--- config.mk ---
export PLATFORM = sky130hd
export DESIGN_NAME = load_cell_adc_reader_with_tare
export DESIGN_NICKNAME = d
export VERILOG_FILES = /design/src/hw/rtl/lcar_pkg.sv /design/src/hw/rtl/lcar_dp.sv /design/src/hw/rtl/lcar_ctrl.sv /design/src/hw/rtl/load_cell_adc_reader_with_tare.sv
export SDC_FILE = /design/constraint.sdc
export NUM_CORES = 1
export LEC_CHECK = 0
export ABC_AREA = 1
export BUFFER_PORTS_ARGS = -buffer_cell sky130_fd_sc_hd__buf_4
export CAP_MARGIN = 20
export CELL_PAD_IN_SITES_DETAIL_PLACEMENT = 0
export CELL_PAD_IN_SITES_GLOBAL_PLACEMENT = 2
export CORE_MARGIN = 5
export CORE_UTILIZATION = 33
export CTS_BUF_LIST = sky130_fd_sc_hd__clkbuf_4 sky130_fd_sc_hd__clkbuf_8 sky130_fd_sc_hd__clkbuf_16
export CTS_CLUSTER_SIZE = 20
export DETAILED_ROUTE_END_ITERATION = 12
export PLACE_DENSITY = 0.84
export SLEW_MARGIN = 20
export SYNTH_ARGS = -nofsm -noshare
export SYNTH_HDL_FRONTEND = slang
export SYNTH_SLANG_ARGS = --single-unit
--- constraint.sdc ---
create_clock -name i_clk -period 3.9 [get_ports i_clk]
set_input_delay 0.78 -clock i_clk [delete_from_list [all_inputs] [get_ports i_clk]]
set_output_delay 0.78 -clock i_clk [all_outputs]
set_load 0.05 [all_outputs]
--- src/hw/rtl/lcar_pkg.sv ---
// ----------------------------------------------------------------------------
// lcar_pkg
// Shared types and constants for the load cell reader with tare.
// ----------------------------------------------------------------------------
package lcar_pkg;

    localparam int DATA_BITS  = 24;
    localparam int TIMER_W    = 8;
    localparam int GAIN_W     = 16;
    localparam int CFG_IDX_W  = 1;
    localparam int CFG_DATA_W = 16;
    localparam int BITCNT_W   = 5;
    localparam int FRAC_BITS  = 8;
    localparam int NUM_W      = DATA_BITS + FRAC_BITS;
    localparam int DIVCNT_W   = $clog2(NUM_W);

    localparam logic [DATA_BITS-1:0] SIGN_FLIP = {1'b1, {(DATA_BITS-1){1'b0}}};
    localparam logic [GAIN_W-1:0]    GAIN_MIN  = 16'd256;
    localparam logic [GAIN_W-1:0]    GAIN_RST  = 16'd1386;
    localparam logic [TIMER_W-1:0]   HALF_RST  = 8'd1;

    localparam logic [CFG_IDX_W-1:0] CFG_HALF_PERIOD = 1'b0;
    localparam logic [CFG_IDX_W-1:0] CFG_GAIN        = 1'b1;

    localparam logic [1:0] ACT_NONE  = 2'd0;
    localparam logic [1:0] ACT_TARE  = 2'd1;
    localparam logic [1:0] ACT_WEIGH = 2'd2;

    typedef enum logic [2:0] {
        PH_IDLE,
        PH_WAIT,
        PH_HIGH,
        PH_LOW,
        PH_LAST_HIGH
    } t_phase;

    typedef struct packed {
        logic clear_shift;
        logic shift_in;
        logic finish;
        logic load_tare;
        logic start_div;
    } t_dp_cmd;

    typedef struct packed {
        logic               raw_gt_tare;
        logic               div_done;
        logic [TIMER_W-1:0] half_len;
    } t_dp_stat;

endpackage

--- src/hw/rtl/lcar_dp.sv ---
// ----------------------------------------------------------------------------
// lcar_dp
// Datapath: config registers, input shift register, raw/tare/weight
// registers and a radix-2 restoring divider for the weight.
// ----------------------------------------------------------------------------
module lcar_dp (
    input  logic                              i_clk,
    input  logic                              i_rst_n,
    input  lcar_pkg::t_dp_cmd                 i_cmd,
    input  logic                              i_dout,
    input  logic                              i_cfg_we,
    input  logic [lcar_pkg::CFG_IDX_W-1:0]    i_cfg_index,
    input  logic [lcar_pkg::CFG_DATA_W-1:0]   i_cfg_data,
    output lcar_pkg::t_dp_stat                o_stat,
    output logic [lcar_pkg::DATA_BITS-1:0]    o_raw,
    output logic [lcar_pkg::DATA_BITS-1:0]    o_tare,
    output logic [lcar_pkg::DATA_BITS-1:0]    o_weight
);
    import lcar_pkg::*;

    logic [TIMER_W-1:0]   r_half;
    logic [GAIN_W-1:0]    r_gain;
    logic [DATA_BITS-1:0] r_shift;
    logic [DATA_BITS-1:0] r_raw;
    logic [DATA_BITS-1:0] r_tare;
    logic [DATA_BITS-1:0] r_weight;
    logic                 r_div_run;
    logic [DIVCNT_W-1:0]  r_div_cnt;
    logic [NUM_W-1:0]     r_dq;
    logic [GAIN_W-1:0]    r_rem;

    logic [DATA_BITS-1:0] raw_next;
    logic [DATA_BITS-1:0] diff;
    logic [GAIN_W-1:0]    gain_eff;
    logic [GAIN_W:0]      trial;
    logic [GAIN_W:0]      trial_sub;
    logic                 trial_ge;
    logic [NUM_W-1:0]     n_dq;
    logic                 div_last;

    assign raw_next  = r_shift ^ SIGN_FLIP;
    assign diff      = raw_next - r_tare;
    assign gain_eff  = (r_gain < GAIN_MIN) ? GAIN_MIN : r_gain;
    assign trial     = {r_rem, r_dq[NUM_W-1]};
    assign trial_ge  = trial >= {1'b0, gain_eff};
    assign trial_sub = trial - {1'b0, gain_eff};
    assign n_dq      = {r_dq[NUM_W-2:0], trial_ge};
    assign div_last  = r_div_run && (r_div_cnt == DIVCNT_W'(NUM_W - 1));

    assign o_stat.raw_gt_tare = raw_next > r_tare;
    assign o_stat.div_done    = div_last;
    assign o_stat.half_len    = (r_half == '0) ? TIMER_W'(1) : r_half;

    assign o_raw    = r_raw;
    assign o_tare   = r_tare;
    assign o_weight = r_weight;

    always_ff @(posedge i_clk) begin
        if (!i_rst_n) begin
            r_half <= HALF_RST;
            r_gain <= GAIN_RST;
        end else if (i_cfg_we) begin
            case (i_cfg_index)
                CFG_HALF_PERIOD: r_half <= i_cfg_data[TIMER_W-1:0];
                CFG_GAIN:        r_gain <= i_cfg_data[GAIN_W-1:0];
                default: ;
            endcase
        end
    end

    always_ff @(posedge i_clk) begin
        if (!i_rst_n) begin
            r_shift <= '0;
        end else if (i_cmd.clear_shift) begin
            r_shift <= '0;
        end else if (i_cmd.shift_in) begin
            r_shift <= {r_shift[DATA_BITS-2:0], i_dout};
        end
    end

    always_ff @(posedge i_clk) begin
        if (!i_rst_n) begin
            r_raw  <= '0;
            r_tare <= '0;
        end else if (i_cmd.finish) begin
            r_raw <= raw_next;
            if (i_cmd.load_tare) begin
                r_tare <= raw_next;
            end
        end
    end

    always_ff @(posedge i_clk) begin
        if (!i_rst_n) begin
            r_div_run <= 1'b0;
            r_div_cnt <= '0;
            r_weight  <= '0;
        end else if (i_cmd.start_div) begin
            r_div_run <= 1'b1;
            r_div_cnt <= '0;
        end else if (r_div_run) begin
            r_div_cnt <= r_div_cnt + DIVCNT_W'(1);
            if (div_last) begin
                r_div_run <= 1'b0;
                r_weight  <= n_dq[DATA_BITS-1:0];
            end
        end
    end

    always_ff @(posedge i_clk) begin
        if (i_cmd.start_div) begin
            r_dq  <= {diff, {FRAC_BITS{1'b0}}};
            r_rem <= '0;
        end else if (r_div_run) begin
            r_dq  <= n_dq;
            r_rem <= trial_ge ? trial_sub[GAIN_W-1:0] : trial[GAIN_W-1:0];
        end
    end

endmodule

--- src/hw/rtl/lcar_ctrl.sv ---
// ----------------------------------------------------------------------------
// lcar_ctrl
// Controller: serial clock sequencing, reading count and handshakes.
// ----------------------------------------------------------------------------
module lcar_ctrl #(
    parameter int READINGS_PER_WEIGH = 5
) (
    input  logic                i_clk,
    input  logic                i_rst_n,
    input  logic                i_in_valid,
    output logic                o_in_ready,
    input  logic [1:0]          i_action,
    input  logic                i_dout,
    output logic                o_out_valid,
    input  logic                i_out_ready,
    input  lcar_pkg::t_dp_stat  i_stat,
    output lcar_pkg::t_dp_cmd   o_cmd,
    output logic                o_sck,
    output logic                o_busy,
    output logic                o_done,
    output logic                o_updated
);
    import lcar_pkg::*;

    localparam int LEFT_W = $clog2(READINGS_PER_WEIGH + 1);

    t_phase              r_phase, n_phase;
    logic [BITCNT_W-1:0] r_bits, n_bits;
    logic [TIMER_W-1:0]  r_timer, n_timer;
    logic [LEFT_W-1:0]   r_left, n_left;
    logic                r_tare_mode, n_tare_mode;
    logic                r_sck, n_sck;
    logic                r_div_busy, n_div_busy;
    logic                r_out_valid, n_out_valid;
    logic                r_done, n_done;
    logic                r_updated, n_updated;

    logic                accept;
    logic                level_over;
    logic                start;
    logic                done;

    assign o_in_ready  = !r_div_busy && (!r_out_valid || i_out_ready);
    assign accept      = i_in_valid && o_in_ready;
    assign level_over  = r_timer <= TIMER_W'(1);
    assign o_out_valid = r_out_valid;
    assign o_sck       = r_sck;
    assign o_busy      = r_phase != PH_IDLE;
    assign o_done      = r_done;
    assign o_updated   = r_updated;

    always_ff @(posedge i_clk) begin
        if (!i_rst_n) begin
            r_phase     <= PH_IDLE;
            r_bits      <= '0;
            r_timer     <= '0;
            r_left      <= '0;
            r_tare_mode <= 1'b0;
            r_sck       <= 1'b1;
            r_div_busy  <= 1'b0;
            r_out_valid <= 1'b0;
            r_done      <= 1'b0;
            r_updated   <= 1'b0;
        end else begin
            r_phase     <= n_phase;
            r_bits      <= n_bits;
            r_timer     <= n_timer;
            r_left      <= n_left;
            r_tare_mode <= n_tare_mode;
            r_sck       <= n_sck;
            r_div_busy  <= n_div_busy;
            r_out_valid <= n_out_valid;
            r_done      <= n_done;
            r_updated   <= n_updated;
        end
    end

    always_comb begin
        n_phase     = r_phase;
        n_bits      = r_bits;
        n_timer     = r_timer;
        n_left      = r_left;
        n_tare_mode = r_tare_mode;
        n_sck       = r_sck;
        n_div_busy  = r_div_busy;
        n_done      = r_done;
        n_updated   = r_updated;
        o_cmd       = '0;
        start       = 1'b0;
        done        = 1'b0;

        if (accept) begin
            case (r_phase)
                PH_IDLE: begin
                    if (i_action == ACT_TARE) begin
                        n_tare_mode = 1'b1;
                        n_left      = LEFT_W'(1);
                        start       = 1'b1;
                    end else if (i_action == ACT_WEIGH) begin
                        n_tare_mode = 1'b0;
                        n_left      = LEFT_W'(READINGS_PER_WEIGH);
                        start       = 1'b1;
                    end
                end
                PH_WAIT: begin
                    if (!i_dout) begin
                        n_sck   = 1'b1;
                        n_timer = i_stat.half_len;
                        n_phase = PH_HIGH;
                    end
                end
                PH_HIGH: begin
                    if (level_over) begin
                        n_sck          = 1'b0;
                        o_cmd.shift_in = 1'b1;
                        n_bits         = r_bits + BITCNT_W'(1);
                        n_timer        = i_stat.half_len;
                        n_phase        = PH_LOW;
                    end else begin
                        n_timer = r_timer - TIMER_W'(1);
                    end
                end
                PH_LOW: begin
                    if (level_over) begin
                        n_sck   = 1'b1;
                        n_timer = i_stat.half_len;
                        n_phase = (r_bits < BITCNT_W'(DATA_BITS)) ? PH_HIGH : PH_LAST_HIGH;
                    end else begin
                        n_timer = r_timer - TIMER_W'(1);
                    end
                end
                PH_LAST_HIGH: begin
                    if (level_over) begin
                        n_sck        = 1'b0;
                        o_cmd.finish = 1'b1;
                        done         = 1'b1;
                        if (r_tare_mode) begin
                            o_cmd.load_tare = 1'b1;
                        end else if (i_stat.raw_gt_tare) begin
                            o_cmd.start_div = 1'b1;
                            n_div_busy      = 1'b1;
                        end
                        if (r_left > LEFT_W'(1)) begin
                            n_left = r_left - LEFT_W'(1);
                            start  = 1'b1;
                        end else begin
                            n_left  = '0;
                            n_phase = PH_IDLE;
                        end
                    end else begin
                        n_timer = r_timer - TIMER_W'(1);
                    end
                end
                default: begin
                    n_phase = PH_IDLE;
                end
            endcase

            if (start) begin
                n_sck             = 1'b0;
                o_cmd.clear_shift = 1'b1;
                n_bits            = '0;
                n_timer           = '0;
                n_phase           = PH_WAIT;
            end
            n_done    = done;
            n_updated = 1'b0;
        end

        // weight lands after the divider; the request is held back until then
        if (i_stat.div_done) begin
            n_div_busy = 1'b0;
            n_updated  = 1'b1;
        end

        n_out_valid = (accept && !o_cmd.start_div) || i_stat.div_done
                      || (r_out_valid && !i_out_ready);
    end

endmodule

--- src/hw/rtl/load_cell_adc_reader_with_tare.sv ---
// ----------------------------------------------------------------------------
// load_cell_adc_reader_with_tare
// Serial 24-bit load cell converter reader with tare and weight scaling.
// ----------------------------------------------------------------------------
// Usage: every input request is one tick carrying the sampled data-out level
// and an action (none, tare, weigh; actions are ignored while busy). Every
// tick yields one output request with the serial clock level, busy flag,
// reading-done flag, raw, tare and weight values and a weight-updated flag.
// Config writes (half period, gain) go through i_cfg_we/i_cfg_index/
// i_cfg_data and take effect on the next tick; write them only while idle.
// Timing: the result of a tick is registered and valid in the cycle after it
// is accepted, and a tick is taken every cycle (see Stall). The exception is
// the completing tick of a weigh reading above tare: the 32-step restoring
// divider runs one quotient bit per cycle, so that result is registered once
// the divider finishes, and input is held off meanwhile.
// Reset: sequencer idle, serial clock high (converter powered down), raw,
// tare and weight cleared, half period 1, gain 1386.
// Stall: while a result waits on i_out_ready, a new tick is taken only in the
// cycle the waiting result is taken.
// ----------------------------------------------------------------------------
module load_cell_adc_reader_with_tare #(
    parameter int READINGS_PER_WEIGH = 5
) (
    input  logic                              i_clk,
    input  logic                              i_rst_n,
    input  logic                              i_in_valid,
    output logic                              o_in_ready,
    input  logic [1:0]                        i_action,
    input  logic                              i_dout_level,
    output logic                              o_out_valid,
    input  logic                              i_out_ready,
    output logic                              o_sck_level,
    output logic                              o_busy_res,
    output logic                              o_reading_done,
    output logic [lcar_pkg::DATA_BITS-1:0]    o_raw_value,
    output logic [lcar_pkg::DATA_BITS-1:0]    o_tare_value,
    output logic [lcar_pkg::DATA_BITS-1:0]    o_weight_value,
    output logic                              o_weight_updated,
    input  logic                              i_cfg_we,
    input  logic [lcar_pkg::CFG_IDX_W-1:0]    i_cfg_index,
    input  logic [lcar_pkg::CFG_DATA_W-1:0]   i_cfg_data
);
    import lcar_pkg::*;

    t_dp_cmd  cmd;
    t_dp_stat stat;

    lcar_ctrl #(
        .READINGS_PER_WEIGH (READINGS_PER_WEIGH)
    ) u_ctrl (
        .i_clk       (i_clk),
        .i_rst_n     (i_rst_n),
        .i_in_valid  (i_in_valid),
        .o_in_ready  (o_in_ready),
        .i_action    (i_action),
        .i_dout      (i_dout_level),
        .o_out_valid (o_out_valid),
        .i_out_ready (i_out_ready),
        .i_stat      (stat),
        .o_cmd       (cmd),
        .o_sck       (o_sck_level),
        .o_busy      (o_busy_res),
        .o_done      (o_reading_done),
        .o_updated   (o_weight_updated)
    );

    lcar_dp u_dp (
        .i_clk       (i_clk),
        .i_rst_n     (i_rst_n),
        .i_cmd       (cmd),
        .i_dout      (i_dout_level),
        .i_cfg_we    (i_cfg_we),
        .i_cfg_index (i_cfg_index),
        .i_cfg_data  (i_cfg_data),
        .o_stat      (stat),
        .o_raw       (o_raw_value),
        .o_tare      (o_tare_value),
        .o_weight    (o_weight_value)
    );

endmodule

==> flow_summary.toml, run 1 <==
[route]
drc = 0
wire_per_inst_um = 13.9
antenna_left = 0
drtIter0Drc = 507
vias = 9832
drtPass1Iterations = 4
viasPerCell = 4.61
routed_wl_um = 29700

[global_routing]
grt_overflow = 0
grt_max_degree = 63
grt_pass1_wl_um = 48600
grt_usage = 0.164
first_global_vias = 9316
antenna_found_initial = 0

[timing]
finalSetupViolations = 0
finalHoldViolCount = 0
period_share = 0.890
rsz0062_at_grt = "no"
clock_skew_ns = 0.0170
setup_ws_ns = 0.430
maxSlewHeadroom = 0.436
period_needed_ns = 3.47
worst_slew_pin_slew_ns = 0.844
setup_tns_ns = 0
slew_viol_final = 0
max_freq_mhz = 288

[setup_path]
crit_chain = "nor4_1 -> nand2_1 -> inv_1 -> nor2_1 -> ha_1 -> nand2_1 -> nor2_1 -> nand3_1 -> nor2_1 -> a21oi_2 -> nand2_1 -> nand2_1 -> nor2_1 -> nor2_1 -> nor2_1"
crit_buf_inv = 1
reg2regPathDepth = 15
critPathKind = "flop to flop"
rrSetupSlack_ns = 0.43
critPathSlowestCell = "a21oi_2"
crit_path_max_fanout = 17
cp.arrival_ns = 3.82
cp_top_family = "simple AND/OR/NAND/NOR gates"
r2r-end = "u_dp.r_rem[14]$_SDFFE_PN0P_"
crit_top_cell = "nor2_1"
cp-start-kind = "flop"
cp-end-kind = "flop"
r2r-start = "u_dp.r_gain[12]$_SDFFE_PN0P_"
cp.required_ns = 4.25
cp_slowest_stage_delay_ns = 0.60

[worst_hold_path]
hold_depth = 2
hp-class = "flop to flop"
whs_endpoint = "u_dp.r_div_cnt[4]$_SDFFE_PP0P_"
worstHoldStart = "u_dp.r_div_cnt[4]$_SDFFE_PP0P_"

[power_and_ir_drop]
power_frac_clock = 0.286
p_seq_frac = 0.386
intPower_mw = 3.86
p_sw_mw = 2.57
finalPower_mw = 6.43
ir_drop_mv = 0.307
combPwrFrac = 0.329
powerDensity_nw_per_um2 = 512
power_leakage_nw = 5.80
netSwitchingFraction = 0.400

[cells_and_area]
final_cell_mix = "nand2_1, inv_1, dfxtp_1"
layout_commonest_cell = "nand2_1"
area_growth_syn_to_layout_pct = 16.4
num_antenna_cells = 0
finalNetCount = 1752
final_core_util = 0.388
layout-drive-gt1-share = 0.102

[yosys]
netlist_area_um2 = 10800
synthesis.nets = 1672
synth.largest_area_cell = "dfxtp_1"
synth_area_leaders = "dfxtp_1, nand2_1, inv_1"
async_reset_ff_frac = 0
yosysTopAreaCellShare = 0.325
avgSynthCellArea_um2 = 6.76
synth.distinct_cells = 39
synth-edff-count = 24
syn_inst = 1596
yosys_warnings = 0
synth_seq_cells = 199
ys_seq_area_frac = 0.392
ys.flop_type = "dfxtp_1"

[cts]
cts_buffer_depth = 2
clkLatencyLatePin_ns = 0.46
numClockSinks = 199
cts_buffers = 17
path_clk_slew_ns = 0.08
cts_tree = "yes"
cts_resized = 0
h-tree-depth = 4
cts_setup_buffers = 0
hold_buffers = 0
clockRootBuffer = "clkbuf_16"

[placement]
place.gp.congestion = 0.874
place_hpwl_um = 22200
place.port_buffers = 102
pre_cts_ws_ns = 0.444

[floorplanning]
fp.coreArea_um2 = 32400
start_util = 0.333
io_pins = 103
rows = 66
fp.dieH_um = 191
die-area_um2 = 36400
die_x_um = 191

[outcome]
status = "completed"

[job]
drv_cap = 0
worst max-delay path by stage:
stage | end | startpoint | cells after the start | slack, ns
after detailed placement | u_dp.r_rem[13]$_SDFFE_PN0P_ | u_dp.r_gain[12]$_SDFFE_PN0P_ | 15 | 0.44
after global routing | u_dp.r_rem[15]$_SDFFE_PN0P_ | u_dp.r_gain[12]$_SDFFE_PN0P_ | 15 | 0.03
after CTS | u_dp.r_rem[13]$_SDFFE_PN0P_ | u_dp.r_gain[12]$_SDFFE_PN0P_ | 15 | 0.44
after floorplan | u_dp.r_rem[2]$_SDFFE_PN0P_ | u_dp.o_tare[0]$_SDFFE_PN0P_ | 15 | 1.02
after global placement | u_dp.r_rem[15]$_SDFFE_PN0P_ | u_dp.r_gain[12]$_SDFFE_PN0P_ | 15 | 0.48
final | u_dp.r_rem[14]$_SDFFE_PN0P_ | u_dp.r_gain[12]$_SDFFE_PN0P_ | 15 | 0.43
registers in the layout (all words and copies together), names as in the netlist, 3 cells and up:
| name | cells |
|---|---|
| u_dp.o_weight | 24 |
| u_dp.r_gain | 16 |
| u_dp.o_raw | 24 |
| u_ctrl.r_phase | 3 |
| u_dp.r_rem | 16 |
| u_dp.r_div_cnt | 5 |
| u_ctrl.r_left | 3 |
| u_dp.r_shift | 24 |
| u_dp.r_half | 8 |
| u_dp.r_dq | 32 |
| u_dp.o_tare | 24 |
| u_ctrl.r_bits | 5 |
| u_ctrl.r_timer | 8 |
cell usage after synthesis (9+ instances only):
| cell | instances |
|---|---|
| dfxtp_1 | 175 |
| xnor2_1 | 12 |
| inv_1 | 199 |
| buf_2 | 15 |
| clkbuf_1 | 23 |
| edfxtp_1 | 24 |
| a21oi_1 | 133 |
| xor2_1 | 15 |
| nand2_1 | 471 |
| o21ai_1 | 22 |
| nor3_1 | 55 |
| nand3_1 | 85 |
| nand4_1 | 21 |
| o21ai_0 | 61 |
| ha_1 | 49 |
| buf_1 | 9 |
| nor2_1 | 160 |
metal layers:
layer,part of all wire,global-route usage,vias to the layer above
met5,0,0,-
met4,0.015,0.0453,0
met3,0.031,0.0267,31
met2,0.42,0.243,150
met1,0.54,0.245,4395
li1,-,-,5256
metrics by stage:
stage,cells,area (µm²),hold slack (ns)
after floorplan,1596,10800,0.430
after global placement,2099,11900,0.452
after detailed placement,2099,11900,0.460
after CTS,2131,12600,0.473
after global routing,2131,12600,0.490
final,2131,12600,0.472
worst reg2reg max path, stage by stage, from the launching register on:
cell,delay [ns]
dfxtp_1,0.31
nor4_1,0.34
nand2_1,0.26
inv_1,0.13
nor2_1,0.05
ha_1,0.33
nand2_1,0.13
nor2_1,0.08
nand3_1,0.07
nor2_1,0.05
a21oi_2,0.60
nand2_1,0.53
nand2_1,0.29
nor2_1,0.06
nor2_1,0.10
nor2_1,0.05
cells by family (layout without fill, tap and decap cells):
logic type / after synthesis / after routing / synth area share
adder cells (fa/ha/maj): 51 / 51 / 0.0606
flip-flops: 199 / 199 / 0.392
XOR/XNOR: 27 / 27 / 0.0219
AND/OR/NAND/NOR: 818 / 818 / 0.313
AO/OA/AOI/OAI: 233 / 233 / 0.112
buffers and inverters: 268 / 361 / 0.101
power by group through the flow:
stage	Sequential [mW]	Clock (mW)	Combinational [mW]
2_1_floorplan	2.50	0	1.61
3_3_place_gp	2.53	0	2.12
4_1_cts	2.48	1.89	2.13
3_5_place_dp	2.53	0	2.11
5_1_grt	2.51	1.98	2.43
6_report	2.48	1.84	2.11
layout make-up:
type	instances	area [µm²]
repair buffers	119	893
fillers	3576	19800
well taps	442	553
clock buffers	17	425
multi-input cells	1129	5480
clock inverters	15	195
inverters	210	790
flip-flops and latches	199	4220
(Power assumes the default switching activity.)
==> run 2: changes to the inputs <==
==> constraint.sdc (replaced) <==
create_clock -name i_clk -period 3.6 [get_ports i_clk]
set_input_delay 0.72 -clock i_clk [delete_from_list [all_inputs] [get_ports i_clk]]
set_output_delay 0.72 -clock i_clk [all_outputs]
set_load 0.05 [all_outputs]
==> flow_summary.toml, run 2 (synthesis gave the netlist of run 1 again) <==
[route]
vias = 9915
drc = 0
antenna_left = 0
viasPerCell = 4.65
wire_per_inst_um = 14.1
drtPass1Iterations = 5
drtIter0Drc = 627
routed_wl_um = 30100

[cells_and_area]
area_growth_syn_to_layout_pct = 16.5
layout_commonest_cell = "nand2_1"
final_cell_area_um2 = 12600
layout-drive-gt1-share = 0.102
num_antenna_cells = 0
finalNetCount = 1752
regMostFlops = "u_dp.r_dq"
largest_register_ff_count = 32
final_cell_mix = "nand2_1, inv_1, dfxtp_1"

[timing]
timing.hold.ws_ns = 0.469
finalHoldViolCount = 0
slew_viol_final = 0
finalSetupViolations = 0
max_freq_mhz = 311
clock_skew_ns = 0.0176
period_share = 0.894
maxSlewHeadroom = 0.502
period_needed_ns = 3.22
worst_slew_pin_slew_ns = 0.742
setup_tns_ns = 0
rsz0062_at_grt = "no"

[floorplanning]
start_util = 0.333
rows = 66
io_pins = 103
fp.coreArea_um2 = 32400
die-area_um2 = 36400
fp.dieH_um = 191
die_x_um = 191

[setup_path]
r2r-start = "u_dp.r_gain[12]$_SDFFE_PN0P_"
cp_top_family = "simple AND/OR/NAND/NOR gates"
cp-start-kind = "flop"
crit_buf_inv = 1
r2r-end = "u_dp.r_rem[13]$_SDFFE_PN0P_"
cp-end-kind = "flop"
crit_path_max_fanout = 17
cp_slowest_stage_delay_ns = 0.46
critPathSlowestCell = "nand2_1"
rrSetupSlack_ns = 0.38
setup.worst_path.start = "u_dp.r_gain[12]$_SDFFE_PN0P_"
crit_chain = "nor4_1 -> nand2_1 -> inv_1 -> nor2_1 -> ha_1 -> nand2_1 -> nor2_1 -> nand3_1 -> nor2_1 -> a21oi_4 -> nand2_1 -> nand2_1 -> nor2_1 -> nor2_1 -> nor2_1"
crit_top_cell = "nor2_1"
critPathKind = "flop to flop"
critPathCapture = "u_dp.r_rem[13]$_SDFFE_PN0P_"
cp.depth = 15
reg2regPathDepth = 15
cp.required_ns = 3.94
cp.arrival_ns = 3.56

[power_and_ir_drop]
power_leakage_nw = 5.80
powerDensity_nw_per_um2 = 559
ir_drop_mv = 0.347

[cts]
hold_buffers = 0
cts_tree = "yes"
path_clk_slew_ns = 0.08
cts_buffers = 17
clockRootBuffer = "clkbuf_16"
cts_buffer_depth = 2
clkLatencyLatePin_ns = 0.46
numClockSinks = 199
h-tree-depth = 4

[placement]
place_hpwl_um = 22500
place.gp.congestion = 0.884
place.port_buffers = 102
post_dp_cell_area_um2 = 11900

[global_routing]
first_global_vias = 9476
grt_max_degree = 47
grt_overflow = 0
grt_pass1_wl_um = 49900
grt_usage = 0.168
antenna_found_initial = 0

[job]
drv_cap = 0

[worst_hold_path]
worstHoldStart = "u_dp.o_raw[3]$_SDFFE_PN0P_"
hp-class = "flop to flop"

[outcome]
status = "completed"
[run 2: worst min path at each step]
stage | endpoint | cells after the start
CTS | u_dp.r_gain[5]$_SDFFE_PN1P_ | 3
finish | u_dp.o_raw[3]$_SDFFE_PN0P_ | 2
global route | u_dp.r_gain[10]$_SDFFE_PN1P_ | 3
detailed placement | u_dp.o_raw[19]$_SDFFE_PN0P_ | 2
floorplan | u_dp.r_gain[0]$_SDFFE_PN0P_ | 2
global placement | u_dp.r_div_cnt[4]$_SDFFE_PP0P_ | 2
[run 2: where the power goes]
part | switching, mW | internal [mW]
Combinational | 1.58 | 0.741
Clock | 1.04 | 0.985
Sequential | 0.195 | 2.49
[run 2: layer usage]
metal,track usage,part of all wire
met4,0.0401,0.012
met3,0.0308,0.034
met1,0.252,0.53
met2,0.250,0.42
met5,0,0
[run 2: timing repair]
item | CTS | global route
setup buffers | 0 | 0
endpoints found under the setup margin | 0 | 18
resized for setup | 0 | 1
[run 2: tightest hold or removal path: cells and delay by family (launching register included)]
kind            cells  cell delay, ns
simple gates        1            0.06
compound gates      1            0.05
flops               1            0.32
[run 2: cell type report]
| class | instances | area [µm²] |
|---|---|---|
| fillers | 3515 | 19800 |
| multi-input cells | 1129 | 5480 |
| flip-flops and latches | 199 | 4220 |
| repair buffers | 119 | 893 |
| inverters | 210 | 790 |
| well taps | 442 | 553 |
| clock buffers | 18 | 439 |
| clock inverters | 14 | 183 |
[run 2: per-stage QoR]
stage,instances,total power [mW],worst slack [ns],utilization
after global placement,2099,5.05,0.131,0.369
after CTS,2131,7.10,0.120,0.388
final,2131,7.03,0.383,0.388
after floorplan,1596,4.45,0.716,-
after detailed placement,2099,5.04,0.129,0.369
after global routing,2131,7.57,0.0295,0.388
